`config.mk`:
```
export PLATFORM = sky130hd
export DESIGN_NAME = cursor_array_list_unit
export DESIGN_NICKNAME = d
export VERILOG_FILES = /design/src/hdl/cal_pkg.sv /design/src/hdl/cal_cell.sv /design/src/hdl/cursor_array_list_unit.sv
export SDC_FILE = /design/constraint.sdc
export NUM_CORES = 1
export LEC_CHECK = 0
export BUFFER_PORTS_ARGS = -buffer_cell sky130_fd_sc_hd__clkbuf_2
export CAP_MARGIN = 20
export CORE_MARGIN = 4
export CORE_UTILIZATION = 34
export DETAILED_ROUTE_END_ITERATION = 12
export SYNTH_ARGS = -nofsm -noshare
export SYNTH_HDL_FRONTEND = slang
export SYNTH_SLANG_ARGS = --single-unit
```
`constraint.sdc`:
```
create_clock -name clk -period 8.8 [get_ports clk]
set_clock_uncertainty 0.2 [all_clocks]
set_input_delay 0.88 -clock clk [delete_from_list [all_inputs] [get_ports clk]]
set_output_delay 0.88 -clock clk [all_outputs]
set_load 0.02 [all_outputs]
```
`src/hdl/cal_pkg.sv`:
```
// Shared types and codes for the cursor array list.
// Used by cal_cell and cursor_array_list_unit; depends on nothing.
package cal_pkg;

    // Request action codes
    typedef enum logic [2:0] {
        ACT_INS_BEFORE = 3'd0,
        ACT_INS_AFTER  = 3'd1,
        ACT_DELETE     = 3'd2,
        ACT_PREV       = 3'd3,
        ACT_NEXT       = 3'd4,
        ACT_FIRST      = 3'd5,
        ACT_LAST       = 3'd6,
        ACT_READ       = 3'd7
    } cal_action_t;

    // Result status codes
    typedef enum logic [2:0] {
        ST_OK        = 3'd0,
        ST_EMPTY     = 3'd1,
        ST_BAD_INDEX = 3'd2,
        ST_FULL      = 3'd3,
        ST_AT_END    = 3'd4
    } cal_status_t;

    // Command broadcast along the row of cells
    typedef enum logic [1:0] {
        CELL_HOLD   = 2'd0,
        CELL_INSERT = 2'd1,
        CELL_DELETE = 2'd2
    } cal_cell_op_t;

endpackage

```
`src/hdl/cal_cell.sv`:
```
// One storage cell of the cursor array list row.
// Depends on cal_pkg for the broadcast command type.
module cal_cell #(
    parameter int DATA_WIDTH = 32,
    parameter int IDX_W      = 4,
    parameter int INDEX      = 0
) (
    input  logic                  clk,
    input  cal_pkg::cal_cell_op_t op,
    input  logic [IDX_W-1:0]      slot,
    input  logic [DATA_WIDTH-1:0] value,
    input  logic [IDX_W-1:0]      rd_idx,
    input  logic [DATA_WIDTH-1:0] left_data,
    input  logic [DATA_WIDTH-1:0] right_data,
    output logic [DATA_WIDTH-1:0] data,
    output logic [DATA_WIDTH-1:0] rd_data
);
    import cal_pkg::*;

    localparam logic [IDX_W-1:0] MY_IDX = IDX_W'(INDEX);

    logic [DATA_WIDTH-1:0] data_reg;
    logic [DATA_WIDTH-1:0] data_next;

    // Pick the new content: take the new value, shift from a neighbour or hold
    always_comb
    begin
        data_next = data_reg;
        case (op)
            CELL_INSERT:
            begin
                if (MY_IDX == slot)
                    data_next = value;
                else if (MY_IDX > slot)
                    data_next = left_data;
            end
            CELL_DELETE:
            begin
                if (MY_IDX >= slot)
                    data_next = right_data;
            end
            default:
                data_next = data_reg;
        endcase
    end

    // Payload register, no reset needed
    always_ff @(posedge clk)
    begin
        data_reg <= data_next;
    end

    assign data    = data_reg;
    // Drive the shared read bus only when addressed
    assign rd_data = (rd_idx == MY_IDX) ? data_reg : '0;

endmodule

```
`src/hdl/cursor_array_list_unit.sv`:
```
// Cursor array list: a row of shifting cells plus cursor and count control.
// Depends on cal_pkg and cal_cell.
// An accepted request waits in the pending register, then its result is loaded
// from the updated row into the output register. One request per cycle unless the
// output stalls; every cell shifts in the same cycle as the request is accepted.
// Reset: count and cursor clear; entry contents are unknown until written.
module cursor_array_list_unit #(
    parameter int CAPACITY   = 16,
    parameter int DATA_WIDTH = 32,
    localparam int IDX_W     = $clog2(CAPACITY),
    localparam int CNT_W     = $clog2(CAPACITY + 1),
    localparam int IN_BITS   = 3 + DATA_WIDTH + IDX_W,
    localparam int IN_TW     = ((IN_BITS + 7) / 8) * 8,
    localparam int OUT_BITS  = 3 + DATA_WIDTH + CNT_W + IDX_W,
    localparam int OUT_TW    = ((OUT_BITS + 7) / 8) * 8
) (
    input  logic              clk,
    input  logic              rst_n,
    input  logic              s_tvalid,
    output logic              s_tready,
    // action[2:0], value, position (zero padded to whole bytes)
    input  logic [IN_TW-1:0]  s_tdata,
    output logic              m_tvalid,
    input  logic              m_tready,
    // status[2:0], read_value, entry_count, cursor_position (zero padded)
    output logic [OUT_TW-1:0] m_tdata
);
    import cal_pkg::*;

    localparam logic [CNT_W-1:0] CAP_CNT = CNT_W'(CAPACITY);

    // Request fields
    cal_action_t           in_action;
    logic [DATA_WIDTH-1:0] in_value;
    logic [IDX_W-1:0]      in_pos;

    assign in_action = cal_action_t'(s_tdata[2:0]);
    assign in_value  = s_tdata[3 +: DATA_WIDTH];
    assign in_pos    = s_tdata[3 + DATA_WIDTH +: IDX_W];

    // Control state
    logic [CNT_W-1:0] len_reg, len_next;
    logic [IDX_W-1:0] cur_reg, cur_next;
    logic             pend_reg;
    cal_status_t      pend_status_reg, status_next;
    logic             pend_zero_reg, zero_next;
    logic [IDX_W-1:0] pend_idx_reg, idx_next;

    // Output register
    logic                  out_valid_reg;
    cal_status_t           out_status_reg;
    logic [DATA_WIDTH-1:0] out_value_reg;
    logic [CNT_W-1:0]      out_len_reg;
    logic [IDX_W-1:0]      out_cur_reg;

    logic         accept;
    logic         out_free;
    logic         out_load;
    cal_cell_op_t cell_op;
    logic [IDX_W-1:0] cell_slot;
    logic         is_empty;
    logic         is_read;

    assign out_free = !out_valid_reg || m_tready;
    assign out_load = pend_reg && out_free;
    assign s_tready = !pend_reg || out_free;
    assign accept   = s_tvalid && s_tready;
    assign is_empty = (len_reg == '0);

    // Decode the request into a cell command and the next count and cursor
    always_comb
    begin
        len_next    = len_reg;
        cur_next    = cur_reg;
        status_next = ST_OK;
        cell_op     = CELL_HOLD;
        cell_slot   = cur_reg;
        is_read     = 1'b0;
        case (in_action)
            ACT_INS_BEFORE, ACT_INS_AFTER:
            begin
                if (is_empty)
                begin
                    cell_op   = CELL_INSERT;
                    cell_slot = '0;
                    len_next  = CNT_W'(1);
                    cur_next  = '0;
                end
                else if (len_reg >= CAP_CNT)
                begin
                    status_next = ST_FULL;
                end
                else if (in_action == ACT_INS_BEFORE)
                begin
                    cell_op   = CELL_INSERT;
                    cell_slot = cur_reg;
                    len_next  = len_reg + CNT_W'(1);
                    cur_next  = cur_reg + IDX_W'(1);
                end
                else
                begin
                    cell_op   = CELL_INSERT;
                    cell_slot = cur_reg + IDX_W'(1);
                    len_next  = len_reg + CNT_W'(1);
                end
            end
            ACT_DELETE:
            begin
                if (is_empty)
                    status_next = ST_EMPTY;
                else
                begin
                    cell_op   = CELL_DELETE;
                    cell_slot = cur_reg;
                    len_next  = len_reg - CNT_W'(1);
                    if (len_next == '0)
                        cur_next = '0;
                    else if (CNT_W'(cur_reg) == len_next)
                        cur_next = cur_reg - IDX_W'(1);
                end
            end
            ACT_PREV:
            begin
                if (is_empty)
                    status_next = ST_EMPTY;
                else if (cur_reg == '0)
                    status_next = ST_AT_END;
                else
                    cur_next = cur_reg - IDX_W'(1);
            end
            ACT_NEXT:
            begin
                if (is_empty)
                    status_next = ST_EMPTY;
                else if ((CNT_W'(cur_reg) + CNT_W'(1)) >= len_reg)
                    status_next = ST_AT_END;
                else
                    cur_next = cur_reg + IDX_W'(1);
            end
            ACT_FIRST:
            begin
                if (is_empty)
                    status_next = ST_EMPTY;
                else
                    cur_next = '0;
            end
            ACT_LAST:
            begin
                if (is_empty)
                    status_next = ST_EMPTY;
                else
                    cur_next = IDX_W'(len_reg - CNT_W'(1));
            end
            default:
            begin
                is_read = 1'b1;
                if (is_empty)
                    status_next = ST_EMPTY;
                else if (CNT_W'(in_pos) >= len_reg)
                    status_next = ST_BAD_INDEX;
            end
        endcase

        if (!accept)
            cell_op = CELL_HOLD;

        // Address and blanking of the value read back after the update
        idx_next  = is_read ? in_pos : cur_next;
        zero_next = (status_next == ST_EMPTY) || (status_next == ST_BAD_INDEX) ||
                    (!is_read && (len_next == '0));
    end

    // Row of cells
    logic [DATA_WIDTH-1:0] cell_data [CAPACITY];
    logic [DATA_WIDTH-1:0] cell_rd   [CAPACITY];

    for (genvar i = 0; i < CAPACITY; i++)
    begin : g_cell
        logic [DATA_WIDTH-1:0] left_d;
        logic [DATA_WIDTH-1:0] right_d;

        if (i == 0)
        begin : g_first
            assign left_d = in_value;
        end
        else
        begin : g_mid_l
            assign left_d = cell_data[i-1];
        end

        if (i == CAPACITY - 1)
        begin : g_last
            assign right_d = cell_data[i];
        end
        else
        begin : g_mid_r
            assign right_d = cell_data[i+1];
        end

        cal_cell #(
            .DATA_WIDTH (DATA_WIDTH),
            .IDX_W      (IDX_W),
            .INDEX      (i)
        ) u_cell (
            .clk        (clk),
            .op         (cell_op),
            .slot       (cell_slot),
            .value      (in_value),
            .rd_idx     (pend_idx_reg),
            .left_data  (left_d),
            .right_data (right_d),
            .data       (cell_data[i]),
            .rd_data    (cell_rd[i])
        );
    end

    // Merge the read bus of all cells
    logic [DATA_WIDTH-1:0] rd_merged;

    always_comb
    begin
        rd_merged = '0;
        for (int k = 0; k < CAPACITY; k++)
            rd_merged = rd_merged | cell_rd[k];
    end

    // Hold count, cursor and the pending request
    always_ff @(posedge clk or negedge rst_n)
    begin
        if (!rst_n)
        begin
            len_reg  <= '0;
            cur_reg  <= '0;
            pend_reg <= 1'b0;
        end
        else
        begin
            if (accept)
            begin
                len_reg  <= len_next;
                cur_reg  <= cur_next;
                pend_reg <= 1'b1;
            end
            else if (out_load)
            begin
                pend_reg <= 1'b0;
            end
        end
    end

    always_ff @(posedge clk)
    begin
        if (accept)
        begin
            pend_status_reg <= status_next;
            pend_zero_reg   <= zero_next;
            pend_idx_reg    <= idx_next;
        end
    end

    // Output register: load the pending result, drop it once taken
    always_ff @(posedge clk or negedge rst_n)
    begin
        if (!rst_n)
            out_valid_reg <= 1'b0;
        else if (out_load)
            out_valid_reg <= 1'b1;
        else if (m_tready)
            out_valid_reg <= 1'b0;
    end

    always_ff @(posedge clk)
    begin
        if (out_load)
        begin
            out_status_reg <= pend_status_reg;
            out_value_reg  <= pend_zero_reg ? '0 : rd_merged;
            out_len_reg    <= len_reg;
            out_cur_reg    <= cur_reg;
        end
    end

    assign m_tvalid = out_valid_reg;
    assign m_tdata  = OUT_TW'({out_cur_reg, out_len_reg, out_value_reg, out_status_reg});

`ifndef SYNTHESIS
    a_cur_in_range: assert property (@(posedge clk) disable iff (!rst_n)
        (len_reg != '0) |-> (CNT_W'(cur_reg) < len_reg))
        else $error("cursor beyond the last entry");

    a_cur_zero_empty: assert property (@(posedge clk) disable iff (!rst_n)
        (len_reg == '0) |-> (cur_reg == '0))
        else $error("cursor not at zero on an empty list");

    a_len_cap: assert property (@(posedge clk) disable iff (!rst_n)
        len_reg <= CAP_CNT)
        else $error("entry count above capacity");

    a_out_from_pend: assert property (@(posedge clk) disable iff (!rst_n)
        $rose(out_valid_reg) |-> $past(pend_reg))
        else $error("result presented without a pending request");
`endif

endmodule

```
==> reports/results.md <==
- 6.43 — Via density
- 3 — maximum level of the CTS H-tree
- 0.239 — combined global-route utilization of all metal layers
- 30.0 um — average wire per standard cell
- 0 — number of warning messages in the yosys log
- 564 x sky130_fd_sc_hd__edfxtp_1, 304 x sky130_fd_sc_hd__nand2_1, 262 x sky130_fd_sc_hd__clkbuf_1 — cell types with the highest counts after synthesis
- 0 — Overflow after GRT
- 8.82 ns — required time at the worst-slack endpoint
- 0 — Hold Fails Final Rpt
- out_status_reg[0] — worst hold endpoint
- 0.394 — Flop pwr share
- 113 — row count
- 0 — Detail Route Antenna Nets
- 0.62 ns — clock insertion delay at the later pin of the skew report
- 0.831 — weighted congestion at the end of routability-driven global placement
- 2.65 ns — Place WS
- 5.97 ns — clock period minus worst slack
- 13 — worst r2r path cells
- completed — run status
- 0 ns — final-layout setup total negative slack
- 244 — pin count of the biggest net entering global routing
- 67 — TritonCTS Buffers
- 317 um — width of the die
- 4,318 — Initial DRC Count
- sky130_fd_sc_hd__edfxtp_1 52%, sky130_fd_sc_hd__mux2i_1 6.3%, sky130_fd_sc_hd__a221o_1 5.9%, sky130_fd_sc_hd__nor3b_1 4.5%, sky130_fd_sc_hd__nand2_1 3.5% — top cells by area, synth
- done — CTS tree
- 575 — register bit count reported by yosys
- 0.678 — fraction of the cycle the final worst path needs
- 168 MHz — maximum clock rate
- 0.06 ns — clock slew at the register clock pins of the worst setup and hold paths
- 176,000 um — first-pass GRT wire length
- reg -> reg — category of the most critical setup path
- sky130_fd_sc_hd__buf_4 — CP most frequent cell
- 3 — largest buffer count on any clock path
- 0.70 ns — largest stage delay on the critical path
- 0.372 — met2 track utilization from global routing
- 0.282 — Comb power frac
- 11.2 um2 — average instance area after synthesis
- 0.520 — Yosys top cell area share
- 0 — Cells on Worst Hold Path
- 1.21 ns — Worst Tran Pin Value
- 238 mW/mm2 — Power Dens Cells
- flop — sort of element at the end of the critical path
- 0.529 — share of synthesized area occupied by flip-flops and latches
- 34 — peak fanout along the critical path
- 65,800 um — half-perimeter wire length after detailed placement
- 0.189 — relative max-transition margin
- 0 — post-route DRC violation count
- 0.324 — share of power burned in the clock network
- 88 — Buffers on Ports
- 512 — Largest register FFs
- 2,913 — gate count of the mapped netlist
- 24,437 — via count of the first global-routing pass
- 11.5% — layout-stage area growth over the synthesis result
- 0.00297 W — Psw
- reg -> reg — HP Class
- 26,570 — total number of vias
- 0.0325 mm2 — post-synthesis instance area
- 0.00569 W — Cell Int Power
- sky130_fd_sc_hd__buf_4 — Critical Path Slowest Stage Cell
- pend_status_reg[0] — startpoint of the tightest hold check path
- 8 — drt pass-1 iters
- met2 — busiest layer in global routing
- sky130_fd_sc_hd__edfxtp_1 — top_reg_cell synth
- 12 — number of antenna violations at the first check in global routing
- 0.0341 mm2 — instance area after placement
- 0 — final-report setup violation count
- 317 um — die height
- g_cell[10].u_cell.data[3] — critical register-to-register path endpoint
- 564 — EDFF count, synth
- 0.000140 V — maximum VDD drop
- 575 — count of clock tree sinks
- 0.325 — M1 GR Usage
- sky130_fd_sc_hd__edfxtp_1 — Yosys top cell by area
- 0.343 — starting utilization of the core area
- len_reg[0] — reg-to-reg critical path startpoint
- 5.99 ns — arrival time reported for the critical path endpoint
- 2.83 ns — worst reg-to-reg setup slack
- 0.0363 mm2 — Final Instance Area
- 0.122 — share of layout cells above drive strength 1
- 0.0950 mm2 — placeable core region
- 124,000 um — total wire length
- 0.0522 — fraction of met3 tracks used by global routing
- 2,873 — Total Nets Final
- inv_1, ha_1, nor3b_1, buf_4, nand2_1, nand3_1, ha_2, buf_4, or2_2, a21oi_4, buf_4, a21boi_4, buf_4 — cell chain of the critical path
- flop — CP startpoint kind
- sky130_fd_sc_hd__edfxtp_1 — most frequently used cell type in the post-synthesis netlist
- 12.2 nW — LEAKAGE
- sky130_fd_sc_hd__clkbuf_16 — Root Driver
- 0.101 mm2 — DIE AREA
- 0 — post-CTS repair timing setup buffer count
- 0.343 — switching fraction of total power
- 0.0191 — fraction of registers with async set/reset
- 2.83 ns — Setup WS post-layout
- 0 — final number of max-transition violations
- 94 — number of I/O pins
- 9,180 — total of fill cells in the finished design
- false — unrepaired setup endpoints after global routing
- 0 — number of maximum-capacitance constraint violations
- 76 — post-synthesis cell type count
## critical path, delay by kind of cell (launching register included)
family	cells	cell delay (ns)
buf+inv	5	2.12
simple gates	4	1.25
compound gates	2	0.83
flops	1	0.61
fa+ha+maj	2	0.54
## area by class of cell
cell class	instances	area, um2	share of cell area
antenna	3	7.51	0.000207
clock buffer	85	1800	0.0495
clock inverter	33	323	0.00889
inverter	18	67.6	0.00186
multi-input combinational	1996	14300	0.395
sequential	575	17200	0.474
tap	1265	1580	0.0436
timing repair buffer	155	972	0.0268
## per-layer routing
metal  wire length (um)  share of wire
met5                 75        0.00060
met1              48800           0.39
met3              14400           0.12
met4               5360          0.043
met2              55400           0.45
## stage by stage
step / total power, W / utilization / instances / hold slack, ns
floorplan: 0.00492 / - / 2916 / 0.200
finish: 0.00865 / 0.382 / 4130 / 0.213
detailed placement: 0.00583 / 0.359 / 4006 / 0.205
global placement: 0.00581 / 0.359 / 4006 / 0.205
CTS: 0.00862 / 0.382 / 4125 / 0.214
global route: 0.00892 / 0.382 / 4129 / 0.229
## worst max path at each step
stage	startpoint	end	slack, ns	depth (start not counted)
finish	len_reg[0]	g_cell[10].u_cell.data[3]	2.83	13
detailed placement	m_tready	g_cell[10].u_cell.data[22]	2.65	12
floorplan	m_tready	g_cell[10].u_cell.data[0]	0.97	9
global placement	m_tready	g_cell[10].u_cell.data[16]	2.70	12
global route	len_reg[0]	g_cell[10].u_cell.data[3]	2.67	13
CTS	len_reg[0]	g_cell[10].u_cell.data[3]	2.88	13
## cell families (layout without fill, tap and decap cells)
group | after synthesis | in the layout | synth area share
DFF | 575 | 575 | 0.529
adders and majority gates | 16 | 16 | 0.00615
muxes | 246 | 246 | 0.0807
buffers and inverters | 345 | 291 | 0.0437
xor gates and xnor gates | 14 | 14 | 0.00377
other | 1 | 7 | 0.000115
AOI/OAI and AO/OA | 935 | 935 | 0.208
and+or+nand+nor | 781 | 781 | 0.129
## repair_timing
| item | in CTS | in global routing |
|---|---|---|
| gates resized for setup | 0 | 0 |
| endpoints found under the hold margin | 11 | 0 |
| hold buffers | 1 | 0 |
## placed cells by master, fill, tap and decap left out, types with 23 or more instances in the layout
master	count
sky130_fd_sc_hd__a21oi_1	156
sky130_fd_sc_hd__clkbuf_16	69
sky130_fd_sc_hd__a21o_1	37
sky130_fd_sc_hd__a221o_1	193
sky130_fd_sc_hd__mux2_4	30
sky130_fd_sc_hd__a221oi_1	65
sky130_fd_sc_hd__buf_4	62
sky130_fd_sc_hd__o21ai_0	222
sky130_fd_sc_hd__clkbuf_2	89
sky130_fd_sc_hd__a222oi_1	23
sky130_fd_sc_hd__nor2_1	36
sky130_fd_sc_hd__nor2_4	26
sky130_fd_sc_hd__a22oi_1	79
sky130_fd_sc_hd__mux2i_1	205
sky130_fd_sc_hd__nor2b_1	101
sky130_fd_sc_hd__a31oi_1	34
sky130_fd_sc_hd__and3_1	23
sky130_fd_sc_hd__nand2_1	303
sky130_fd_sc_hd__nor3b_1	196
sky130_fd_sc_hd__edfxtp_1	564
sky130_fd_sc_hd__a22o_1	67
sky130_fd_sc_hd__nand3_1	25
## power groups by stage
| stage | registers (W) | logic [W] | clock network (W) |
|---|---|---|---|
| final | 0.00341 | 0.00244 | 0.00281 |
| after global routing | 0.00343 | 0.00254 | 0.00295 |
| after CTS | 0.00341 | 0.00237 | 0.00284 |
| after detailed placement | 0.00346 | 0.00237 | 0 |
| after global placement | 0.00346 | 0.00234 | 0 |
| after floorplan | 0.00344 | 0.00148 | 0 |
Power figures use the tool's default switching activity.
